===== src/rtl/pov_pkg.sv =====
// ----------------------------------------------------------------------------
// pov_pkg
// Shared types, register codes, font table and helper functions of the
// swing-timed column sequencer.
// ----------------------------------------------------------------------------
`default_nettype none

package pov_pkg;

    localparam int unsigned MAX_CHARS   = 8;
    localparam int unsigned DIV_STEPS   = 19;

    localparam logic [15:0] END_THRESHOLD_RESET   = 16'd14000;
    localparam logic [15:0] START_THRESHOLD_RESET = 16'd1500;
    localparam logic [15:0] COLUMN_TIME_RESET     = 16'd100;
    localparam logic [15:0] TIMER_MAX             = 16'hFFFF;

    localparam logic [7:0] CHAR_SPACE = 8'h20;
    localparam logic [7:0] CHAR_A     = 8'h41;
    localparam logic [7:0] CHAR_Z     = 8'h5A;

    // configuration register indexes
    localparam logic [1:0] REG_MESSAGE_CHARS   = 2'd0;
    localparam logic [1:0] REG_MESSAGE_LENGTH  = 2'd1;
    localparam logic [1:0] REG_END_THRESHOLD   = 2'd2;
    localparam logic [1:0] REG_START_THRESHOLD = 2'd3;

    // glyph columns, column 0 in bits 7:0
    localparam logic [23:0] GLYPH_ROWS [26] = '{
        24'hFF09FF, 24'hF090FF, 24'h8181FF, 24'hFF90F0, 24'h9191FF, 24'h0909FF,
        24'hF191FF, 24'hFF08FF, 24'h81FF81, 24'h01FF81, 24'h4224FF, 24'h8080FF,
        24'hFF0FFF, 24'hFF01FF, 24'hFF81FF, 24'h0F09FF, 24'hBF613F, 24'h1010F0,
        24'hF1919F, 24'h08FF08, 24'hFF80FF, 24'h608060, 24'hFFF0FF, 24'hC33CC3,
        24'h0FF80F, 24'h8799E1
    };

    typedef struct packed {
        logic capture;
        logic div_load;
        logic div_step;
        logic commit;
    } pov_cmd_t;

    typedef struct packed {
        logic start_sweep;
        logic div_done;
        logic out_free;
    } pov_status_t;

    function automatic logic is_letter(input logic [7:0] c);
        return (c >= CHAR_A) && (c <= CHAR_Z);
    endfunction

    // glyph columns plus two gap columns
    function automatic logic [2:0] char_width(input logic [7:0] c);
        logic [2:0] w;
        if (c == CHAR_SPACE)
            w = 3'd4;
        else if (is_letter(c))
            w = 3'd5;
        else
            w = 3'd2;
        return w;
    endfunction

    function automatic logic [7:0] glyph_column(input logic [7:0] c, input logic [2:0] col);
        logic [7:0]  idx;
        logic [23:0] row;
        logic [7:0]  bits;
        idx  = c - CHAR_A;
        row  = GLYPH_ROWS[idx[4:0]];
        bits = 8'd0;
        if (is_letter(c))
        begin
            case (col)
                3'd0:    bits = row[7:0];
                3'd1:    bits = row[15:8];
                3'd2:    bits = row[23:16];
                default: bits = 8'd0;
            endcase
        end
        return bits;
    endfunction

endpackage

`default_nettype wire


===== src/rtl/pov_level_if.sv =====
// ----------------------------------------------------------------------------
// pov_level_if
// Input channel: one comparator level per tick.
// ----------------------------------------------------------------------------
`default_nettype none

interface pov_level_if;
    logic valid;
    logic ready;
    logic comparator_level;

    modport source (output valid, output comparator_level, input ready);
    modport sink (input valid, input comparator_level, output ready);
endinterface

`default_nettype wire


===== src/rtl/pov_column_if.sv =====
// ----------------------------------------------------------------------------
// pov_column_if
// Output channel: LED column and sweep flag for one tick.
// ----------------------------------------------------------------------------
`default_nettype none

interface pov_column_if;
    logic       valid;
    logic       ready;
    logic [7:0] led_column;
    logic       sweep_active;

    modport source (output valid, output led_column, output sweep_active, input ready);
    modport sink (input valid, input led_column, input sweep_active, output ready);
endinterface

`default_nettype wire


===== src/rtl/pov_controller.sv =====
// ----------------------------------------------------------------------------
// pov_controller
// Sequences one tick: capture, evaluate, optional divide, commit.
// ----------------------------------------------------------------------------
`default_nettype none

module pov_controller
    import pov_pkg::*;
(
    input  wire logic        clk,
    input  wire logic        rst_n,
    input  wire logic        in_valid,
    output logic             in_ready,
    input  wire pov_status_t status,
    output pov_cmd_t         cmd
);

    typedef enum logic [3:0] {
        ST_IDLE   = 4'b0001,
        ST_EVAL   = 4'b0010,
        ST_DIVIDE = 4'b0100,
        ST_COMMIT = 4'b1000
    } state_t;

    state_t state_reg;
    state_t state_next;

    always_ff @(posedge clk or negedge rst_n)
    begin
        if (!rst_n)
            state_reg <= ST_IDLE;
        else
            state_reg <= state_next;
    end

    always_comb
    begin
        state_next   = state_reg;
        in_ready     = 1'b0;
        cmd          = '0;
        unique case (state_reg)
            ST_IDLE:
            begin
                in_ready = 1'b1;
                if (in_valid)
                begin
                    cmd.capture = 1'b1;
                    state_next  = ST_EVAL;
                end
            end
            ST_EVAL:
            begin
                if (status.start_sweep)
                begin
                    cmd.div_load = 1'b1;
                    state_next   = ST_DIVIDE;
                end
                else
                begin
                    state_next = ST_COMMIT;
                end
            end
            ST_DIVIDE:
            begin
                if (status.div_done)
                    state_next = ST_COMMIT;
                else
                    cmd.div_step = 1'b1;
            end
            ST_COMMIT:
            begin
                // hold here while the previous beat is still unread
                if (status.out_free)
                begin
                    cmd.commit = 1'b1;
                    state_next = ST_IDLE;
                end
            end
            default:
            begin
                state_next = ST_IDLE;
            end
        endcase
    end

endmodule

`default_nettype wire


===== src/rtl/pov_datapath.sv =====
// ----------------------------------------------------------------------------
// pov_datapath
// Configuration registers, swing timer, sweep position, serial divider
// for the column time and the output register.
// ----------------------------------------------------------------------------
`default_nettype none

module pov_datapath
    import pov_pkg::*;
(
    input  wire logic        clk,
    input  wire logic        rst_n,
    input  wire logic        cfg_write,
    input  wire logic [1:0]  cfg_index,
    input  wire logic [63:0] cfg_data,
    input  wire logic        level,
    input  wire pov_cmd_t    cmd,
    output pov_status_t      status,
    output logic             out_valid,
    input  wire logic        out_ready,
    output logic [7:0]       led_column,
    output logic             sweep_active
);

    // configuration
    logic [63:0] message_reg;
    logic [3:0]  length_reg;
    logic [15:0] end_th_reg;
    logic [15:0] start_th_reg;

    // tick state
    logic        level_reg;
    logic [15:0] timer_reg;
    logic [15:0] timer_next;
    logic        last_level_reg;
    logic        sweeping_reg;
    logic        sweeping_next;
    logic [2:0]  char_pos_reg;
    logic [2:0]  char_pos_next;
    logic [2:0]  col_pos_reg;
    logic [2:0]  col_pos_next;
    logic [15:0] hold_reg;
    logic [15:0] hold_next;
    logic [15:0] col_time_reg;
    logic [15:0] col_time_next;

    // divider
    logic [8:0]  divisor_reg;
    logic [8:0]  rem_reg;
    logic [18:0] quo_reg;
    logic [4:0]  div_count_reg;
    logic [9:0]  div_trial;
    logic        div_fits;

    // output register
    logic        out_valid_reg;
    logic [7:0]  led_reg;
    logic [7:0]  led_next;
    logic        active_reg;
    logic        active_next;

    logic [3:0]  chars_used;
    logic [5:0]  total_cols;
    logic [2:0]  last_char;
    logic        edge_seen;
    logic        start_edge;
    logic        abort_edge;

    always_comb
    begin
        chars_used = (length_reg > 4'(MAX_CHARS)) ? 4'(MAX_CHARS) : length_reg;
        last_char  = 3'(chars_used - 4'd1);
        total_cols = 6'd0;
        for (int k = 0; k < 8; k++)
        begin
            if (4'(k) < chars_used)
                total_cols = total_cols + 6'(char_width(message_reg[8*k +: 8]));
        end
    end

    assign edge_seen  = level_reg != last_level_reg;
    assign start_edge = edge_seen && level_reg && (timer_reg > start_th_reg);
    assign abort_edge = edge_seen && !level_reg && (timer_reg > end_th_reg);

    assign status.start_sweep = start_edge && (total_cols != 6'd0);
    assign status.div_done    = div_count_reg == 5'd0;
    assign status.out_free    = !out_valid_reg || out_ready;

    // restoring divider, one quotient bit a step
    assign div_trial = {rem_reg, quo_reg[18]};
    assign div_fits  = div_trial >= {1'b0, divisor_reg};

    // one tick of the sweep, evaluated when the beat is committed
    always_comb
    begin
        logic        sw1;
        logic [2:0]  cp1;
        logic [2:0]  col1;
        logic [15:0] hc1;
        logic [15:0] hc2;
        logic [15:0] hold;
        logic [7:0]  cur_char;
        logic [7:0]  prev_char;
        logic [2:0]  prev_pos;

        sw1        = sweeping_reg;
        cp1        = char_pos_reg;
        col1       = col_pos_reg;
        hc1        = hold_reg;
        col_time_next = col_time_reg;
        timer_next = timer_reg;

        if (start_edge)
        begin
            if (total_cols != 6'd0)
            begin
                col_time_next = quo_reg[15:0];
                sw1  = 1'b1;
                cp1  = last_char;
                col1 = char_width(message_reg[{last_char, 3'b000} +: 8]) - 3'd1;
                hc1  = 16'd0;
            end
            timer_next = 16'd0;
        end
        else if (abort_edge)
        begin
            sw1        = 1'b0;
            hc1        = 16'd0;
            timer_next = 16'd0;
        end
        else if (timer_reg != TIMER_MAX)
        begin
            timer_next = timer_reg + 16'd1;
        end

        cur_char  = message_reg[{cp1, 3'b000} +: 8];
        prev_pos  = cp1 - 3'd1;
        prev_char = message_reg[{prev_pos, 3'b000} +: 8];
        hold      = (col_time_next == 16'd0) ? 16'd1 : col_time_next;
        hc2       = (hc1 == TIMER_MAX) ? hc1 : hc1 + 16'd1;

        sweeping_next = sw1;
        char_pos_next = cp1;
        col_pos_next  = col1;
        hold_next     = hc1;
        led_next      = 8'd0;
        active_next   = 1'b0;

        if (sw1)
        begin
            active_next = 1'b1;
            if ({1'b0, cp1} < chars_used)
                led_next = glyph_column(cur_char, col1);
            hold_next = hc2;
            if (hc2 >= hold)
            begin
                hold_next = 16'd0;
                if (col1 != 3'd0)
                begin
                    col_pos_next = col1 - 3'd1;
                end
                else if (cp1 != 3'd0)
                begin
                    char_pos_next = prev_pos;
                    col_pos_next  = char_width(prev_char) - 3'd1;
                end
                else
                begin
                    sweeping_next = 1'b0;
                end
            end
        end
    end

    always_ff @(posedge clk or negedge rst_n)
    begin
        if (!rst_n)
        begin
            message_reg <= 64'd0;
            length_reg  <= 4'd0;
            end_th_reg  <= END_THRESHOLD_RESET;
            start_th_reg <= START_THRESHOLD_RESET;
        end
        else if (cfg_write)
        begin
            unique case (cfg_index)
                REG_MESSAGE_CHARS:   message_reg  <= cfg_data;
                REG_MESSAGE_LENGTH:  length_reg   <= cfg_data[3:0];
                REG_END_THRESHOLD:   end_th_reg   <= cfg_data[15:0];
                REG_START_THRESHOLD: start_th_reg <= cfg_data[15:0];
                default:             message_reg  <= message_reg;
            endcase
        end
    end

    always_ff @(posedge clk or negedge rst_n)
    begin
        if (!rst_n)
        begin
            timer_reg      <= 16'd0;
            last_level_reg <= 1'b0;
            sweeping_reg   <= 1'b0;
            char_pos_reg   <= 3'd0;
            col_pos_reg    <= 3'd0;
            hold_reg       <= 16'd0;
            col_time_reg   <= COLUMN_TIME_RESET;
        end
        else if (cmd.commit)
        begin
            timer_reg      <= timer_next;
            last_level_reg <= level_reg;
            sweeping_reg   <= sweeping_next;
            char_pos_reg   <= char_pos_next;
            col_pos_reg    <= col_pos_next;
            hold_reg       <= hold_next;
            col_time_reg   <= col_time_next;
        end
    end

    always_ff @(posedge clk or negedge rst_n)
    begin
        if (!rst_n)
            div_count_reg <= 5'd0;
        else if (cmd.div_load)
            div_count_reg <= 5'(DIV_STEPS);
        else if (cmd.div_step)
            div_count_reg <= div_count_reg - 5'd1;
    end

    always_ff @(posedge clk)
    begin
        if (cmd.capture)
            level_reg <= level;
        if (cmd.div_load)
        begin
            // timer * 5 over 12 * columns
            divisor_reg <= {total_cols, 3'b000} + {1'b0, total_cols, 2'b00};
            rem_reg     <= 9'd0;
            quo_reg     <= {1'b0, timer_reg, 2'b00} + {3'b000, timer_reg};
        end
        else if (cmd.div_step)
        begin
            rem_reg <= div_fits ? 9'(div_trial - {1'b0, divisor_reg}) : div_trial[8:0];
            quo_reg <= {quo_reg[17:0], div_fits};
        end
        if (cmd.commit)
        begin
            led_reg    <= led_next;
            active_reg <= active_next;
        end
    end

    always_ff @(posedge clk or negedge rst_n)
    begin
        if (!rst_n)
            out_valid_reg <= 1'b0;
        else if (cmd.commit)
            out_valid_reg <= 1'b1;
        else if (out_ready)
            out_valid_reg <= 1'b0;
    end

    assign out_valid    = out_valid_reg;
    assign led_column   = led_reg;
    assign sweep_active = active_reg;

endmodule

`default_nettype wire


===== src/rtl/swing_timed_pov_column_sequencer_top.sv =====
// ----------------------------------------------------------------------------
// swing_timed_pov_column_sequencer_top
// Swing-timed persistence-of-vision column sequencer.
// ----------------------------------------------------------------------------
// Usage:
//   level  : one beat per timer tick carrying the comparator level.
//   column : one beat per input beat with the LED column and sweep flag.
//   cfg_*  : writes of message chars, length, end and start thresholds;
//            the user must make them with no tick in flight; not enforced.
// Timing:
//   without a sweep start a tick is captured, evaluated and committed, and
//   the result register is loaded at the commit; a sweep start adds the
//   serial divider of the column time (19 quotient bits, one a cycle)
//   between evaluation and commit.
//   The next tick is taken once the previous one has been committed, even
//   while its result still waits.
// Reset:
//   timer, positions and sweep cleared, column time 100, thresholds
//   14000 and 1500, empty message; no beat is presented.
// Stall:
//   the result register holds its beat until column.ready; a finished
//   tick waits in the commit step until the register is free.
// ----------------------------------------------------------------------------
`default_nettype none

module swing_timed_pov_column_sequencer_top
    import pov_pkg::*;
(
    input  wire logic        clk,
    input  wire logic        rst_n,
    input  wire logic        cfg_write,
    input  wire logic [1:0]  cfg_index,
    input  wire logic [63:0] cfg_data,
    pov_level_if.sink        level,
    pov_column_if.source     column
);

    pov_cmd_t    cmd;
    pov_status_t status;

    pov_controller u_controller (
        .clk      (clk),
        .rst_n    (rst_n),
        .in_valid (level.valid),
        .in_ready (level.ready),
        .status   (status),
        .cmd      (cmd)
    );

    pov_datapath u_datapath (
        .clk          (clk),
        .rst_n        (rst_n),
        .cfg_write    (cfg_write),
        .cfg_index    (cfg_index),
        .cfg_data     (cfg_data),
        .level        (level.comparator_level),
        .cmd          (cmd),
        .status       (status),
        .out_valid    (column.valid),
        .out_ready    (column.ready),
        .led_column   (column.led_column),
        .sweep_active (column.sweep_active)
    );

endmodule

`default_nettype wire


===== src/flat_wrapper.sv =====
// flat-port wrapper written by rule: the top's interface ports become plain ports
module swing_timed_pov_column_sequencer_top_flat import pov_pkg::*;
  (clk, rst_n, cfg_write, cfg_index, cfg_data, level_valid, level_comparator_level, level_ready, column_valid, column_led_column, column_sweep_active, column_ready);
  pov_level_if level_i ();
  pov_column_if column_i ();
  input  wire logic clk;
  input  wire logic rst_n;
  input  wire logic cfg_write;
  input  wire logic [1:0] cfg_index;
  input  wire logic [63:0] cfg_data;
  input wire logic [$bits(level_i.valid)-1:0] level_valid;
  input wire logic [$bits(level_i.comparator_level)-1:0] level_comparator_level;
  output wire logic [$bits(level_i.ready)-1:0] level_ready;
  output wire logic [$bits(column_i.valid)-1:0] column_valid;
  output wire logic [$bits(column_i.led_column)-1:0] column_led_column;
  output wire logic [$bits(column_i.sweep_active)-1:0] column_sweep_active;
  input wire logic [$bits(column_i.ready)-1:0] column_ready;
  assign level_i.valid = level_valid;
  assign level_i.comparator_level = level_comparator_level;
  assign level_ready = level_i.ready;
  assign column_valid = column_i.valid;
  assign column_led_column = column_i.led_column;
  assign column_sweep_active = column_i.sweep_active;
  assign column_i.ready = column_ready;
  swing_timed_pov_column_sequencer_top u_core (.clk(clk), .rst_n(rst_n), .cfg_write(cfg_write), .cfg_index(cfg_index), .cfg_data(cfg_data), .level(level_i), .column(column_i));
endmodule

===== config.mk =====
export PLATFORM = sky130hd
export DESIGN_NAME = swing_timed_pov_column_sequencer_top_flat
export DESIGN_NICKNAME = d
export VERILOG_FILES = /design/src/rtl/pov_pkg.sv /design/src/rtl/pov_level_if.sv /design/src/rtl/pov_column_if.sv /design/src/rtl/pov_controller.sv /design/src/rtl/pov_datapath.sv /design/src/rtl/swing_timed_pov_column_sequencer_top.sv /design/src/flat_wrapper.sv
export SDC_FILE = /design/constraint.sdc
export NUM_CORES = 1
export LEC_CHECK = 0
export BUFFER_PORTS_ARGS = -buffer_cell sky130_fd_sc_hd__buf_4
export CAP_MARGIN = 20
export CORE_MARGIN = 1
export CORE_UTILIZATION = 55
export DETAILED_ROUTE_END_ITERATION = 10
export PLACE_DENSITY = 0.7
export SLEW_MARGIN = 30
export SYNTH_ARGS = -nofsm -noshare
export SYNTH_HDL_FRONTEND = slang
export SYNTH_SLANG_ARGS = --single-unit

===== constraint.sdc =====
create_clock -name clk -period 27 [get_ports clk]
set_input_delay 2.7 -clock clk [delete_from_list [all_inputs] [get_ports clk]]
set_output_delay 2.7 -clock clk [all_outputs]
set_load 0.005 [all_outputs]

==> flow_summary.json <==
{
  "async_flop_share": 0.7867,
  "cts_tree": "yes",
  "max_freq_mhz": 68.99,
  "path_class": "register to register",
  "grt_max_degree": 66,
  "fin_ws_ps": 12510,
  "leakage_nw": 7.910,
  "synth_edf_count": 36,
  "register_area_um2": 5438,
  "yosysWarnings": 0,
  "yosysUniqueCellTypes": 98,
  "numCtsBuffers": 25,
  "path_clk_slew_ps": 60,
  "setup-tns-final_ps": 0,
  "final_cell_mix": "190 x nand2_1, 148 x dfrtp_1, 126 x o21ai_0",
  "grt_pass1_wl_mm": 76.87,
  "synth_seq_cells": 211,
  "p_per_area_nw_per_um2": 110.2,
  "port_buffers": 82,
  "firstDrtPassIters": 8,
  "drtIter0Drc": 1499,
  "die_h_um": 175.3,
  "hpwl_mm": 35.36,
  "vias": 14570,
  "synth_nets": 2028,
  "die_w_um": 175.3,
  "ant_nets": 0,
  "wire_per_inst_um": 20.99,
  "htree_levels": 1,
  "multi_input_area_um2": 10280,
  "slowest_stage": "nor4b_1",
  "critPathTopFamily": "simple AND/OR/NAND/NOR gates",
  "core-area_um2": 29560,
  "synth-main-ff-cell": "dfrtp_1",
  "antenna_found_initial": 2,
  "grt.overflow.total": 0,
  "cp_data_arrival_time_ps": 14930,
  "fin_crit_sh": 0.5368,
  "finalSetupViolCount": 0,
  "layout_commonest_cell": "nand2_1",
  "cts_resized": 0,
  "cts_root_buf": "clkbuf_16",
  "crit_required_ps": 27430,
  "row_count": 63,
  "start_util": 0.5589,
  "viasPerCell": 6.378,
  "post_cts_buffers": 0,
  "max-cap-violations": 0,
  "ctsHoldBuffers": 0,
  "min_path_type": "register to register",
  "cp_max_fo": 16,
  "routed_wl_mm": 47.94,
  "grt_usage": 0.3150,
  "ys_top_cells_by_area": "dfrtp_1 22%, ha_1 9.2%, mux2_2 7.8%",
  "final_core_util": 0.6209,
  "crit_buf_inv": 4,
  "hold_viol": 0,
  "whs_ps": 481.0,
  "dieArea_um2": 30740,
  "slowest_delay_ps": 670,
  "drive_gt1_frac": 0.1755,
  "area_growth_pct": 11.08,
  "worst-slew-pin-transition_ps": 908.3,
  "route.detailed.drc": 0,
  "yosysSeqAreaShare": 0.3291,
  "synth_cells": 1824,
  "rsz0062_at_grt": "no",
  "final-max-slew-violation-count": 0,
  "netlist.area_leader.share": 0.2242,
  "fillers": 2545,
  "clock-sinks": 211,
  "gp_congestion": 0.9701,
  "ioPinCount": 83,
  "outcome": "complete, no violations",
  "syn-cell-area_um2": 16520,
  "insertion_delay_ps": 520,
  "period_minus_slack_ps": 14490,
  "max-clock-path-buffers": 3,
  "fin_worst_skew_ps": 11.18,
  "dp_slack_ps": 12750,
  "grt_pass1_vias": 14080,
  "relSlewSlack": 0.3922,
  "setup.worst_path.end_class": "register",
  "synth_area_leader_cell": "dfrtp_1",
  "largest_reg_flops": 64,
  "vdd_drop_max_v": 0.0001871,
  "cp-start-kind": "register",
  "nNetsFinal": 2078,
  "avgSynthCellArea_um2": 9.058
}
==> per-layer routing <==
layer	GRT usage	vias to the layer above	share of wire
met2	0.5164	627	0.46
met1	0.4264	6998	0.43
met5	0	-	0
met3	0.03139	144	0.062
met4	0.1312	0	0.043
li1	-	6798	-
==> Yosys cell counts (all sizes together) (13+ instances only) <==
library cell	n
nand4	27
nand2	190
mux2i	38
a211oi	23
edfxtp	36
and3	25
nor2	113
o211ai	15
mux2	115
buf	30
a21oi	106
or4	13
nor3	31
dfstp	18
nand3	68
ha	122
xnor2	42
inv	123
xor2	22
nor3b	14
dfrtp	148
o22ai	14
clkbuf	54
o21ai	132
o31ai	15
a21o	28
nor2b	24
a31oi	17
mux4	17
==> layout make-up <==
cell class,count,area share
Multi-Input combinational cell,1403,0.5603
Sequential cell,211,0.2963
Timing Repair Buffer,107,0.04384
Clock buffer,35,0.03831
Tap cell,390,0.02659
Inverter,126,0.02577
Clock inverter,10,0.008590
Antenna cell,2,0.0002727
==> through the flow <==
step           cell area, um^2  power (W)  std cells
2_1_floorplan            16520   0.001359       1824
3_3_place_gp             17470   0.001622       2236
3_5_place_dp             17480   0.001648       2236
4_1_cts                  18340   0.002009       2281
5_1_grt                  18350   0.002168       2284
6_report                 18350   0.002023       2284
==> final timing paths <==
path	start	end	slack [ps]	cells after the start
hold / removal	u_core.u_datapath.col_time_reg[12]$_DFFE_PN0P_	u_core.u_datapath.col_time_reg[12]$_DFFE_PN0P_	480	2
min in group asynchronous	rst_n	u_core.u_datapath.col_time_reg[15]$_DFFE_PN0P_	2140	1
max in group asynchronous	rst_n	u_core.u_datapath.message_reg[27]$_DFFE_PN0P_	23000	3
setup / recovery	u_core.u_datapath.message_reg[3]$_DFFE_PN0P_	u_core.u_datapath.hold_reg[15]$_DFFE_PN0P_	12510	57
setup reg to reg	u_core.u_datapath.message_reg[3]$_DFFE_PN0P_	u_core.u_datapath.hold_reg[15]$_DFFE_PN0P_	12510	57
hold reg to reg	u_core.u_datapath.col_time_reg[12]$_DFFE_PN0P_	u_core.u_datapath.col_time_reg[12]$_DFFE_PN0P_	480	2
==> power breakdown <==
group	internal, W	leakage (nW)	switching [W]
Sequential	0.000407	2.41	0.0000690
Combinational	0.000481	5.07	0.000711
Clock	0.000219	0.424	0.000135
==> kinds of logic after synthesis <==
family	after synthesis	synth area share
adders and majority gates	132	0.1045
AOI/OAI and AO/OA	463	0.1853
xor gates and xnor gates	64	0.03393
muxes	170	0.1246
and+or+nand+nor	574	0.1724
DFF	211	0.3291
buffers and inverters	210	0.05021
==> worst min-delay path: stages (launching register included) <==
cell	delay (ps)
dfrtp_1	340
nand2_1	40
o21ai_0	60
No activity file was read; power rests on OpenSTA's default activity.
